===== config.mk =====
export PLATFORM = sky130hd
export DESIGN_NAME = bfd_csr
export DESIGN_NICKNAME = d
export VERILOG_FILES = /design/src/bfd_pkg.sv /design/src/bfd_csr.sv
export SDC_FILE = /design/constraint.sdc
export NUM_CORES = 1
export LEC_CHECK = 0
export ABC_CLOCK_PERIOD_IN_PS = 1000
export CAP_MARGIN = 5
export CELL_PAD_IN_SITES_DETAIL_PLACEMENT = 0
export CELL_PAD_IN_SITES_GLOBAL_PLACEMENT = 2
export CORE_MARGIN = 10
export CORE_UTILIZATION = 25
export DETAILED_ROUTE_END_ITERATION = 10
export DONT_BUFFER_PORTS = 1
export PLACE_DENSITY_LB_ADDON = 0.1
export SETUP_SLACK_MARGIN = 0.5
export SLEW_MARGIN = 5
export SYNTH_ARGS = -nofsm -noshare
export SYNTH_HDL_FRONTEND = slang
export SYNTH_SLANG_ARGS = --single-unit

===== constraint.sdc =====
create_clock -name clock -period 1 [get_ports clock]
set_clock_uncertainty 0.05 [all_clocks]
set_input_delay 0 -clock clock [delete_from_list [all_inputs] [get_ports clock]]
set_output_delay 0 -clock clock [all_outputs]
set_load 0.005 [all_outputs]

===== src/bfd_pkg.sv =====
// ----------------------------------------------------------------------------
// bfd_pkg: shared types and constants of the box filter downscaler
// Fixed-point widths, register map, configuration record and the command and
// status records that pass between the controller and the datapath.
// ----------------------------------------------------------------------------
`default_nettype none

package bfd_pkg;

   localparam int FRAC_BITS     = 22;
   localparam int W_W           = FRAC_BITS + 1;   // weight width
   localparam int ACC_W         = FRAC_BITS + 9;   // accumulator / line-store width
   localparam int MAX_OUT_WIDTH = 2048;
   localparam int MAX_IN_SIZE   = 4096;
   localparam int COL_W         = $clog2(MAX_OUT_WIDTH);
   localparam int ADDR_W        = 5;

   localparam logic [W_W-1:0] NORM = {1'b1, {FRAC_BITS{1'b0}}};

   // register indexes (byte address / 4)
   localparam logic [2:0] REG_IN_WIDTH   = 3'd0;
   localparam logic [2:0] REG_IN_HEIGHT  = 3'd1;
   localparam logic [2:0] REG_OUT_WIDTH  = 3'd2;
   localparam logic [2:0] REG_OUT_HEIGHT = 3'd3;
   localparam logic [2:0] REG_CONTRIB_X  = 3'd4;
   localparam logic [2:0] REG_CONTRIB_Y  = 3'd5;

   typedef logic [ACC_W-1:0] acc_type;

   typedef struct packed {
      logic [12:0]    in_width;
      logic [12:0]    in_height;
      logic [11:0]    out_width;
      logic [12:0]    out_height;
      logic [W_W-1:0] contrib_x;
      logic [W_W-1:0] contrib_y;
   } cfg_type;

   typedef struct packed {
      logic clear_wr;
      logic latch;
      logic prep;
      logic horz;
      logic close_rd;
      logic close_wr;
      logic split;
      logic in_next;
      logic vert;
      logic drain_rd;
      logic drain_emit;
   } cmd_type;

   typedef struct packed {
      logic clear_last;
      logic is_drain;
      logic drain_pending;
      logic split_needed;
      logic active;
      logic close_stall;
      logic eol;
      logic end_close;
      logic out_free;
   } sts_type;

endpackage

`default_nettype wire


===== src/bfd_csr.sv =====
// ----------------------------------------------------------------------------
// bfd_csr: configuration registers
// APB-style write/read of the six size and weight registers.
// ----------------------------------------------------------------------------
`default_nettype none

module bfd_csr import bfd_pkg::*; (
   input  wire logic              clock,
   input  wire logic              reset,
   input  wire logic              psel,
   input  wire logic              penable,
   input  wire logic              pwrite,
   input  wire logic [ADDR_W-1:0] paddr,
   input  wire logic [31:0]       pwdata,
   output logic      [31:0]       prdata,
   output logic                   pready,
   output cfg_type                cfg
);

   cfg_type    cfg_ff, cfg_in;
   logic [2:0] idx;

   assign idx    = paddr[ADDR_W-1:2];
   assign pready = 1'b1;
   assign cfg    = cfg_ff;

   always_comb begin
      cfg_in = cfg_ff;
      if (psel && penable && pwrite) begin
         case (idx)
            REG_IN_WIDTH:   cfg_in.in_width   = pwdata[12:0];
            REG_IN_HEIGHT:  cfg_in.in_height  = pwdata[12:0];
            REG_OUT_WIDTH:  cfg_in.out_width  = pwdata[11:0];
            REG_OUT_HEIGHT: cfg_in.out_height = pwdata[12:0];
            REG_CONTRIB_X:  cfg_in.contrib_x  = pwdata[W_W-1:0];
            REG_CONTRIB_Y:  cfg_in.contrib_y  = pwdata[W_W-1:0];
            default: ;
         endcase
      end
   end

   always_comb begin
      case (idx)
         REG_IN_WIDTH:   prdata = 32'(cfg_ff.in_width);
         REG_IN_HEIGHT:  prdata = 32'(cfg_ff.in_height);
         REG_OUT_WIDTH:  prdata = 32'(cfg_ff.out_width);
         REG_OUT_HEIGHT: prdata = 32'(cfg_ff.out_height);
         REG_CONTRIB_X:  prdata = 32'(cfg_ff.contrib_x);
         REG_CONTRIB_Y:  prdata = 32'(cfg_ff.contrib_y);
         default:        prdata = 32'd0;
      endcase
   end

   always_ff @(posedge clock) begin
      if (reset) begin
         cfg_ff.in_width   <= 13'd640;
         cfg_ff.in_height  <= 13'd480;
         cfg_ff.out_width  <= 12'd320;
         cfg_ff.out_height <= 13'd240;
         cfg_ff.contrib_x  <= NORM >> 1;
         cfg_ff.contrib_y  <= NORM >> 1;
      end else begin
         cfg_ff <= cfg_in;
      end
   end

endmodule

`default_nettype wire


Yosys cells after proc, flatten, opt, wreduce, memory -nomap -nowiden:

Cells that the tools add are included.

* memories kept: 0
* RAM bits: 0
* memory bits (read-only): 0
* register bits: 97
* input bits: 42
* logic and storage cells: 21
* bits in latches: 0
* output and inout port bits: 130

* $add $sub $neg: 0
* equality and inequality tests: 5
* div/mod/pow operators: 0
* multipliers: 0
* magnitude comparators: 0
* shifts and indexed selects: 0
* bitwise logic cells: 0
* reductions and logical operators: 9
* multiplexer cells: 1

Operators by type and width (number)
* 23-bit case mux with 6 select lines: 1
* 2-bit AND reduction: 6
* 3-bit by 2-bit == test with 1-bit output, second input constant: 2
* 3-bit == test, second input constant: 2
* 3-bit by 1-bit == test with 1-bit output, second input constant: 1
* 3-bit logical NOT: 1
* 1-bit logical AND: 2

Logic depth before layout (Yosys ltp):

* word-level depth: 3
* gate-level depth with buffers: 6
* depth with buffers taken out: 3

Least setup slack after synthesis:

OpenSTA, ideal clock, no wires.

* path kind: input -> register
* from: input port paddr[2]
* to: register cfg_ff (netlist bit cfg[87])
* slack: -22 ps
* arrival: 840 ps
* stages on the path: 5
* library setup time: 132 ps
* path buffers: 2
* required time: 818 ps
* cells stage by stage: buf_4 > nand4b_1 > clkbuf_1 > o21ai_0 > a21oi_1

* longest elaborated chain between the ends: 2

RTL lines
* start, declared: RTL line bfd_csr.sv:13 `input wire logic [ADDR_W-1:0] paddr,`
* 3-bit logical NOT: RTL line bfd_csr.sv:30 `case (idx)`
* 2-bit AND reduction (no line)
* end signal, assigned: RTL line bfd_csr.sv:63 `cfg_ff <= cfg_in;`
* end, declared: RTL line bfd_csr.sv:20 `cfg_type cfg_ff, cfg_in;`

Every way passes these cells.
A chain may end at the register's enable or synchronous reset.

Final worst setup path:

* from: register cfg_ff (netlist bit cfg[63])
* to: output port prdata[4]

* longest elaborated chain between the ends: 1

RTL lines
* 23-bit case mux with 6 select lines: RTL line bfd_csr.sv:43 `case (idx)`
* end, declared: RTL line bfd_csr.sv:15 `output logic [31:0] prdata,`

Every way passes these cells.

==> metrics.txt <==
status complete, but fails checks; violated checks hold timing, setup timing; Crit-path slowest cell dfxtp_2; CORE AREA ~18000 sq um; CTS tree yes; most frequent cell after synthesis dfxtp_1; WL per Instance between 20 and 25 microns; DR vias 4481; asr flop ratio synth 0; Final Max Slew Viols 0; Cells after Synth 557; reg2reg end cfg[63]; CP cell instances mux2_4 > a32oi_1 > o21ai_1 > buf_4; Post-synth top cells 97 x dfxtp_1, 85 x o21ai_0, 84 x a21oi_1; Power Dens Cells around 1200 nW/um^2; vias per cell 5.278; cell row count 49; number of synthesis warnings 0; layout cells sized above 1 0.5065; grt met1 use 0.2087; first-pass GRT wire length ~30000 microns; H-tree levels 3; M3 GR Usage 0.04742; number of synthesized flops with an enable pin 0; CP delay by family, top flip-flops; Critical R2R Launch cfg[63]; initial antenna violation count 0; routed wire length 20320 microns; Hold EP cfg[69]; Max-Cap Viols 0; Avg Synthesized Cell Area a little over 8 sq um; CP endpoint kind primary output; Worst Path Required approximately 0.95 ns; # setup viols final 15; Post-CTS Hold Buffers 1; CTS Root Cell clkbuf_16; maximum vdd drop approximately 0.00079 V; max reg flops 97; CP Launch Point cfg[63]; number of synthesized register bits 97; full die area approximately 24000 sq um; initial core utilization 0.2551; r2r worst-path depth 5; largest net degree at the start of global routing ~110; Startpoint Class flop; top post-synthesis cells by area dfxtp_1 42%, o21ai_0 9.2%, a21oi_1 9.1%; post-synthesis sequential area ratio 0.4208; Post-route DRC 0; drt pass-1 iters 5; Final GP Congestion 0.7952; post-synth top area share 0.4208; Final ANT Viol Nets 0; WHS -0.3500 ns; slowest stage delay, CP between 0.3 and 0.4 ns; Total Power 7.914 mW; r2r setup slk approximately 0.060 ns; Most Crowded Layer GR met2; Min-Delay Startpoint reset; GRT Residual Overflow 0; Die Wd between 150 and 200 microns; pre-CTS setup slack -0.0004350 ns; num ports 172; Crit Path Class flop to primary output; Clock Latency Late Sink ~0.36 ns; HPWL Detailed between 10000 and 15000 microns; Starting DRT DRC Count roughly 280; worst path arrival time 1.30 ns; nets around 660; Syn Std Cell Area 4614 sq um; Die Ht 155.9 microns; CTS buffer count 9; Worst-path clk slew about 0.07 ns; critical-path maximum fanout 2; Hold Crit Depth 1; ANT cells 0; area leader, netlist dfxtp_1; clock sink count 97; Netlist cell types 31; minimum clock period around 1.3 ns; number of global-route vias before repair 4358; PortBufs 0; final hold viol count between 90 and 100; Buf/Inv on CP 1; HP Class input port to flop; RSZ-0062 raised after global routing yes; CTS Buffer Depth 2; final worst-path cycle share 1.350; Syn-to-layout area delta 41.59%; met2 Resource Use GR 0.2543; Main synth FF type dfxtp_1; All-Layer GR Usage 0.1606; fmax between 700 and 800 MHz; leakage about 2.3 nW; final worst slack -0.3499 ns
[how the worst max path moves through the flow]
stage	cells past startpoint	slack, ns	end
after floorplan	5	0.003	cfg[29]
after global placement	4	-0.02	prdata[4]
after detailed placement	4	-0.0004	prdata[4]
after CTS	4	-0.37	prdata[4]
after global routing	4	-0.38	prdata[4]
final	4	-0.35	prdata[4]
[cell type report]
| type | count | area, sq um |
|---|---|---|
| clock buffer | 9 | 225.2 |
| clock inverter | 7 | 55.05 |
| fill | 1860 | 11550 |
| multi-input combinational | 399 | 2663 |
| sequential | 97 | 2123 |
| tap | 229 | 286.5 |
| timing repair buffer | 108 | 1181 |
[cells in the final DEF (no fill, tap or decap), drive strengths merged, types with 2 or more instances in the layout]
cell type	synthesis	layout
nor2	35	35
clkinv	0	4
o21ai	93	93
conb	2	10
clkbuf	27	9
o221ai	3	3
buf	42	107
nand3	83	83
dfxtp	97	97
a22oi	6	6
a21oi	84	84
nor2b	2	2
nand2	6	6
a32oi	4	4
nand2b	3	3
mux2i	42	42
mux2	12	12
clkinvlp	0	2
a2bb2oi	4	4
o22a	3	3
[through the flow]
| stage | TNS [ns] | utilization | std cells | hold WS [ns] | cell area, sq um |
|---|---|---|---|---|---|
| after global routing | -4.485 | 0.3613 | 849 | -0.3632 | 6534 |
| after detailed placement | -0.0004350 | 0.2997 | 816 | 0.03191 | 5420 |
| after global placement | -0.02125 | 0.2997 | 816 | 0.03224 | 5420 |
| after CTS | -3.699 | 0.3400 | 835 | -0.3603 | 6150 |
| final | -3.460 | 0.3613 | 849 | -0.3500 | 6534 |
| after floorplan | 0 | - | 565 | 0.09436 | 4780 |
[what timing repair did]
action / CTS / global route
hold endpoints to repair: 97 / 97
resized for setup: 218 / 106
setup endpoints to repair: 217 / 217
setup buffers: 2 / 14
pin swaps: 77 / 52
[power by group]
group / switching (mW) / total [mW] / leakage (nW) / internal [mW]
logic: 0.380 / 0.634 / 1.38 / 0.254
clock network: 1.71 / 3.42 / 0.132 / 1.71
registers: 0.0276 / 3.86 / 0.826 / 3.83
total: 2.12 / 7.91 / 2.34 / 5.79
[cell families (layout without fill, tap and decap cells)]
logic type | count (synthesis) | count (layout) | share of synthesized area
compound gates | 197 | 197 | 0.2283
buf+inv | 69 | 124 | 0.08270
flops | 97 | 97 | 0.4208
mux | 54 | 54 | 0.1204
other cells | 2 | 10 | 0.001628
simple gates | 138 | 138 | 0.1462
[metal layers]
layer / part of all wire / vias up
li1: - / 2117
met1: 0.45 / 2205
met2: 0.47 / 147
met3: 0.075 / 12
met4: 0.0089 / 0
met5: 0 / -
(Power assumes the default switching activity.)
