===== src/bfd_pkg.sv =====
// ----------------------------------------------------------------------------
// bfd_pkg: shared types and constants of the box filter downscaler
// Fixed-point widths, register map, configuration record and the command and
// status records that pass between the controller and the datapath.
// ----------------------------------------------------------------------------
`default_nettype none

package bfd_pkg;

   localparam int FRAC_BITS     = 22;
   localparam int W_W           = FRAC_BITS + 1;   // weight width
   localparam int ACC_W         = FRAC_BITS + 9;   // accumulator / line-store width
   localparam int MAX_OUT_WIDTH = 2048;
   localparam int MAX_IN_SIZE   = 4096;
   localparam int COL_W         = $clog2(MAX_OUT_WIDTH);
   localparam int ADDR_W        = 5;

   localparam logic [W_W-1:0] NORM = {1'b1, {FRAC_BITS{1'b0}}};

   // register indexes (byte address / 4)
   localparam logic [2:0] REG_IN_WIDTH   = 3'd0;
   localparam logic [2:0] REG_IN_HEIGHT  = 3'd1;
   localparam logic [2:0] REG_OUT_WIDTH  = 3'd2;
   localparam logic [2:0] REG_OUT_HEIGHT = 3'd3;
   localparam logic [2:0] REG_CONTRIB_X  = 3'd4;
   localparam logic [2:0] REG_CONTRIB_Y  = 3'd5;

   typedef logic [ACC_W-1:0] acc_type;

   typedef struct packed {
      logic [12:0]    in_width;
      logic [12:0]    in_height;
      logic [11:0]    out_width;
      logic [12:0]    out_height;
      logic [W_W-1:0] contrib_x;
      logic [W_W-1:0] contrib_y;
   } cfg_type;

   typedef struct packed {
      logic clear_wr;
      logic latch;
      logic prep;
      logic horz;
      logic close_rd;
      logic close_wr;
      logic split;
      logic in_next;
      logic vert;
      logic drain_rd;
      logic drain_emit;
   } cmd_type;

   typedef struct packed {
      logic clear_last;
      logic is_drain;
      logic drain_pending;
      logic split_needed;
      logic active;
      logic close_stall;
      logic eol;
      logic end_close;
      logic out_free;
   } sts_type;

endpackage

`default_nettype wire


===== src/bfd_ctrl.sv =====
// ----------------------------------------------------------------------------
// bfd_ctrl: sequencing state machine
// Clears the line store, steps words one at a time through prepare, horizontal,
// close and vertical phases or a drain read/emit; issues datapath commands.
// ----------------------------------------------------------------------------
`default_nettype none

module bfd_ctrl import bfd_pkg::*; (
   input  wire logic    clock,
   input  wire logic    reset,
   input  wire logic    req_valid,
   output logic         req_ready,
   input  wire sts_type sts,
   output cmd_type      cmd
);

   localparam logic [3:0] ST_CLR   = 4'd0;
   localparam logic [3:0] ST_IDLE  = 4'd1;
   localparam logic [3:0] ST_PREP  = 4'd2;
   localparam logic [3:0] ST_HORZ  = 4'd3;
   localparam logic [3:0] ST_CRD   = 4'd4;
   localparam logic [3:0] ST_CWR   = 4'd5;
   localparam logic [3:0] ST_SPLIT = 4'd6;
   localparam logic [3:0] ST_ENDS  = 4'd7;
   localparam logic [3:0] ST_VERT  = 4'd8;
   localparam logic [3:0] ST_DEMIT = 4'd9;

   logic [3:0] state_ff, state_in;
   logic       ret_ff, ret_in;    // close issued from row end

   assign req_ready = (state_ff == ST_IDLE);

   always_comb begin
      state_in = state_ff;
      ret_in   = ret_ff;
      cmd      = '0;
      case (state_ff)
         ST_CLR: begin
            cmd.clear_wr = 1'b1;
            if (sts.clear_last) state_in = ST_IDLE;
         end
         ST_IDLE: begin
            if (req_valid) begin
               cmd.latch = 1'b1;
               state_in  = ST_PREP;
            end
         end
         ST_PREP: begin
            if (sts.is_drain) begin
               if (sts.drain_pending) begin
                  cmd.drain_rd = 1'b1;
                  state_in     = ST_DEMIT;
               end else begin
                  state_in = ST_IDLE;
               end
            end else begin
               cmd.prep = 1'b1;
               state_in = ST_HORZ;
            end
         end
         ST_HORZ: begin
            cmd.horz = sts.active;
            if (sts.active && sts.split_needed) begin
               ret_in   = 1'b0;
               state_in = ST_CRD;
            end else begin
               state_in = ST_ENDS;
            end
         end
         ST_CRD: begin
            cmd.close_rd = 1'b1;
            state_in     = ST_CWR;
         end
         ST_CWR: begin
            if (!sts.close_stall) begin
               cmd.close_wr = 1'b1;
               state_in     = ret_ff ? ST_VERT : ST_SPLIT;
            end
         end
         ST_SPLIT: begin
            cmd.split = 1'b1;
            state_in  = ST_ENDS;
         end
         ST_ENDS: begin
            if (!sts.eol) begin
               cmd.in_next = 1'b1;
               state_in    = ST_IDLE;
            end else if (sts.end_close) begin
               ret_in   = 1'b1;
               state_in = ST_CRD;
            end else begin
               state_in = ST_VERT;
            end
         end
         ST_VERT: begin
            cmd.vert = 1'b1;
            state_in = ST_IDLE;
         end
         ST_DEMIT: begin
            if (sts.out_free) begin
               cmd.drain_emit = 1'b1;
               state_in       = ST_IDLE;
            end
         end
         default: state_in = ST_IDLE;
      endcase
   end

   always_ff @(posedge clock) begin
      if (reset) begin
         state_ff <= ST_CLR;
         ret_ff   <= 1'b0;
      end else begin
         state_ff <= state_in;
         ret_ff   <= ret_in;
      end
   end

endmodule

`default_nettype wire


===== config.mk =====
export PLATFORM = sky130hd
export DESIGN_NAME = bfd_ctrl
export DESIGN_NICKNAME = d
export VERILOG_FILES = /design/src/bfd_pkg.sv /design/src/bfd_ctrl.sv
export SDC_FILE = /design/constraint.sdc
export NUM_CORES = 1
export LEC_CHECK = 0
export ABC_AREA = 1
export BUFFER_PORTS_ARGS = -buffer_cell sky130_fd_sc_hd__buf_2
export CAP_MARGIN = 20
export CORE_UTILIZATION = 28
export DETAILED_ROUTE_END_ITERATION = 7
export GPL_ROUTABILITY_DRIVEN = 0
export MAX_ROUTING_LAYER = met4
export SLEW_MARGIN = 0
export SYNTH_ARGS = -nofsm -noshare
export SYNTH_HDL_FRONTEND = slang
export SYNTH_SLANG_ARGS = --single-unit

===== constraint.sdc =====
create_clock -name clock -period 1.9 [get_ports clock]
set_clock_uncertainty 0.1 [all_clocks]
set_input_delay 0.285 -clock clock [delete_from_list [all_inputs] [get_ports clock]]
set_output_delay 0.285 -clock clock [all_outputs]
set_load 0.02 [all_outputs]

### Yosys cells after proc, flatten, opt, wreduce, memory -nomap -nowiden

Index checks and enable logic that the tools add are counted.

| operators by class | value |
|---|---|
| add/sub/neg operators | 0 |
| multipliers | 0 |
| div/mod/pow operators | 0 |
| magnitude comparators | 0 |
| equal/unequal tests | 16 |
| shift-type cells | 0 |
| mux-type cells | 33 |
| bitwise logic cells | 0 |
| reduce and logical (&&, ||, !) cells | 5 |

Operator list:

| cell | number |
|---|---|
| $mux W4 | 9 |
| $pmux W4 S9 | 1 |
| $mux W1 | 21 |
| $eq A4 B3 Y1 const B | 4 |
| $ne A2 B2 Y1 const B | 7 |
| $eq A4 B2 Y1 const B | 2 |
| $eq A4 B4 Y1 const B | 2 |
| $reduce_and A4 Y1 | 2 |
| $eq A4 B1 Y1 const B | 1 |
| $logic_not A4 Y1 | 1 |
| $mux W2 | 1 |
| $pmux W1 S2 | 1 |
| $reduce_bool A2 Y1 | 1 |
| $logic_and A1 B1 Y1 | 1 |

| storage, ports and cells | value |
|---|---|
| register bits | 5 |
| latch bits | 0 |
| bits in writable memories | 0 |
| ROM bits | 0 |
| output and inout port bits | 12 |
| memories | 0 |

### Longest topological paths before layout

| logic depth | value |
|---|---|
| depth after elaboration | 3 |
| mapped depth | 8 |

### Worst setup path after synthesis

OpenSTA, ideal clock, no wires.

| timing | value |
|---|---|
| path kind | register to output |
| from | register state_ff[0] |
| to | output port cmd[0] (netlist bit) |
| arrival | 1.312 ns |
| required time | 1.515 ns |
| setup slack | 0.203 ns |
| cell stages (with the launch flop) | 5 |
| path through | dfxtp_1 -> inv_2 -> nor2_2 -> inv_1 -> nor4_1 |

RTL lines:

| what | line | source |
|---|---|---|
| start: declaration | bfd_ctrl.sv:28 | `logic [3:0] state_ff, state_in;` |
| start signal: assignment | bfd_ctrl.sv:114 | `state_ff <= state_in;` |
| end: declaration | bfd_ctrl.sv:14 | `output cmd_type cmd` |

==> flow_summary.json <==
{
  "status": "finished clean",
  "die_area_um2": 1780,
  "area_delta_synth_final_pct": 36.7,
  "vias": 561,
  "clk_latency_ns": 0.24,
  "cp-end-kind": "primary output",
  "grt_use_total_pct": 14.3,
  "clk_pin_slew_worst_paths_ns": 0.04,
  "leakagePower_nw": 0.396,
  "synth_xor_area_share_pct": 0,
  "ys_seq_area_share_pct": 22.1,
  "hold_viol": 0,
  "worst_slew_pin_slew_ns": 0.276,
  "startpoint": "state_ff[2]$_SDFFE_PP0P_",
  "synthDominantCellAreaShare_pct": 22.1,
  "fmax_mhz": 586,
  "root_buffer": "clkbuf_4",
  "min_from": "sts[5]",
  "p_per_area_nw_per_um2": 587,
  "crit_slowest_cell": "dfxtp_1",
  "synth_adder_area_share_pct": 0,
  "cts_buffer_depth": 2,
  "r2r-start": "state_ff[2]$_SDFFE_PP0P_",
  "syn_area_per_cell_um2": 5.59,
  "tns_ns": 0,
  "num-nets-final": 121,
  "synthCells": 81,
  "post-synth-top-count-cell": "nand2_1",
  "ir_drop_v": 0.000337,
  "crit_chain": "inv_2 -> nor2_4 -> nand2_2 -> nor2_2 -> buf_2",
  "die_x_um": 42.2,
  "fin_crit_ns": 1.71,
  "async_flop_share_pct": 0,
  "pin_count": 24,
  "slew_headroom_pct": 81.6,
  "drive_above_1_share_pct": 37.0,
  "core_um2": 1510,
  "diodes": 0,
  "synth_cell_type_count": 18,
  "cap_violations": 0,
  "drt_iter0_drc": 23,
  "avgViaCountPerCell": 4.52,
  "antenna_found_initial": 0,
  "cts.sinks": 5,
  "critPathMaxStageDelay_ns": 0.46,
  "synth-main-ff-cell": "dfxtp_1",
  "synth_compound_area_share_pct": 7.73,
  "synth_area_leaders": "dfxtp_1 22%, nand2_1 15%, inv_1 14%",
  "initial_core_util_pct": 30.1,
  "maxSlewViolCount": 0,
  "synth_top_family_by_area": "simple AND/OR/NAND/NOR gates",
  "io_buffers": 23,
  "ys_ff_latch": 5,
  "die_height_um": 42.2,
  "ant_nets": 0,
  "place_hpwl_um": 946,
  "drt_first_pass_iters": 4,
  "finalSetupViolCount": 0,
  "grt_pass1_wl_um": 1880,
  "dp_cells": 120,
  "num_rows": 14,
  "cp-start-kind": "register",
  "synth_edf_count": 0,
  "first_global_vias": 470,
  "cp_max_fo": 7,
  "cts_buffers": 3,
  "crit_arrival_ns": 1.32,
  "required_ns": 1.51,
  "fin_cells": 124,
  "cp_top_family": "flip-flops",
  "synthTopCellsByCount": "18 x nand2_1, 17 x inv_1, 8 x nor2_1, 6 x nand3_1",
  "crit_type": "register to primary output",
  "grt_max_degree": 8,
  "htreeDepth": 1,
  "synthMuxAreaShare_pct": 0,
  "rsz0062_at_grt": "no",
  "yosysTopAreaCell": "dfxtp_1",
  "synth_nets": 93,
  "finalCritPeriodShare_pct": 89.8,
  "cts_tree": "built",
  "syn_area_um2": 453,
  "post_drt_wl_per_cell_um": 8.98,
  "routed_wl_um": 1110,
  "crit_buf_inv": 2,
  "grt-ovfl-total": 0,
  "drc": 0,
  "post_synth_and_or_nand_nor_area_fraction_pct": 52.8,
  "hold_class": "input pin to register",
  "yosysWarnings": 0
}
==> logic make-up (layout without fill, tap and decap cells) <==
| group | after synthesis | after routing |
|---|---|---|
| AO/OA/AOI/OAI | 6 | 6 |
| buffers and inverters | 21 | 48 |
| flip-flops | 5 | 5 |
| AND/OR/NAND/NOR | 49 | 49 |
==> cell usage in the layout, fill, tap and decap left out, drive strengths merged <==
| master | n |
|---|---|
| nor3 | 4 |
| nor2 | 14 |
| nor4 | 1 |
| inv | 21 |
| a21oi | 4 |
| dfxtp | 5 |
| buf | 23 |
| nand3b | 1 |
| nand3 | 7 |
| clkbuf | 4 |
| o21ai | 1 |
| nand2 | 20 |
| nand4 | 2 |
| a31oi | 1 |
==> per-layer routing <==
metal,track usage [%],up-vias,share of wire [%]
met4,9.38,0,1.1
met1,18.3,238,51
met3,2.59,2,5.2
met2,20.3,17,42
li1,-,304,-
met5,-,-,0
==> flip-flops by register name (all words and copies together), names as in the netlist <==
name / count
state_ff: 4
ret_ff: 1
==> per-stage QoR <==
| step | power [W] | setup slack (ns) | hold WS, ns | util, % | area, um^2 |
|---|---|---|---|---|---|
| 6_report | 0.000363 | 0.194 | 0.141 | 41.1 | 619 |
| 5_1_grt | 0.000392 | 0.0794 | 0.142 | 41.1 | 619 |
| 4_1_cts | 0.000367 | 0.128 | 0.129 | 40.8 | 614 |
| 3_5_place_dp | 0.000240 | 0.404 | 0.388 | 39.0 | 588 |
| 3_3_place_gp | 0.000239 | 0.456 | 0.387 | 39.0 | 588 |
| 2_1_floorplan | 0.000202 | 0.203 | 0.247 | - | 453 |
==> repair_timing <==
item,CTS,global route
buffers inserted,0,0
setup endpoints to repair,0,1
hold endpoints to repair,0,0
hold buffers,0,0
resized for setup,0,1
==> final timing paths <==
kind	endpoint	slack, ns	cells past startpoint
hold reg to reg	ret_ff$_SDFFE_PP0P_	0.47	2
hold / removal	ret_ff$_SDFFE_PP0P_	0.14	2
setup reg to reg	state_ff[2]$_SDFFE_PP0P_	0.53	8
setup / recovery	cmd[3]	0.19	5
==> final cells by class <==
| type | count | area (um^2) |
|---|---|---|
| clock buffer | 4 | 26.3 |
| fill | 170 | 887 |
| inverter | 21 | 78.8 |
| multi-input combinational | 55 | 279 |
| sequential | 5 | 100 |
| tap | 16 | 20.0 |
| timing repair buffer | 23 | 115 |
==> where the power goes <==
part | internal (W) | switching, W | total (W)
combinational | 0.0000426 | 0.0000783 | 0.000121
clock | 0.0000793 | 0.0000424 | 0.000122
sequential | 0.000112 | 0.00000902 | 0.000121
total | 0.000234 | 0.000130 | 0.000363
Note: power is estimated with default switching activity, not from simulation.
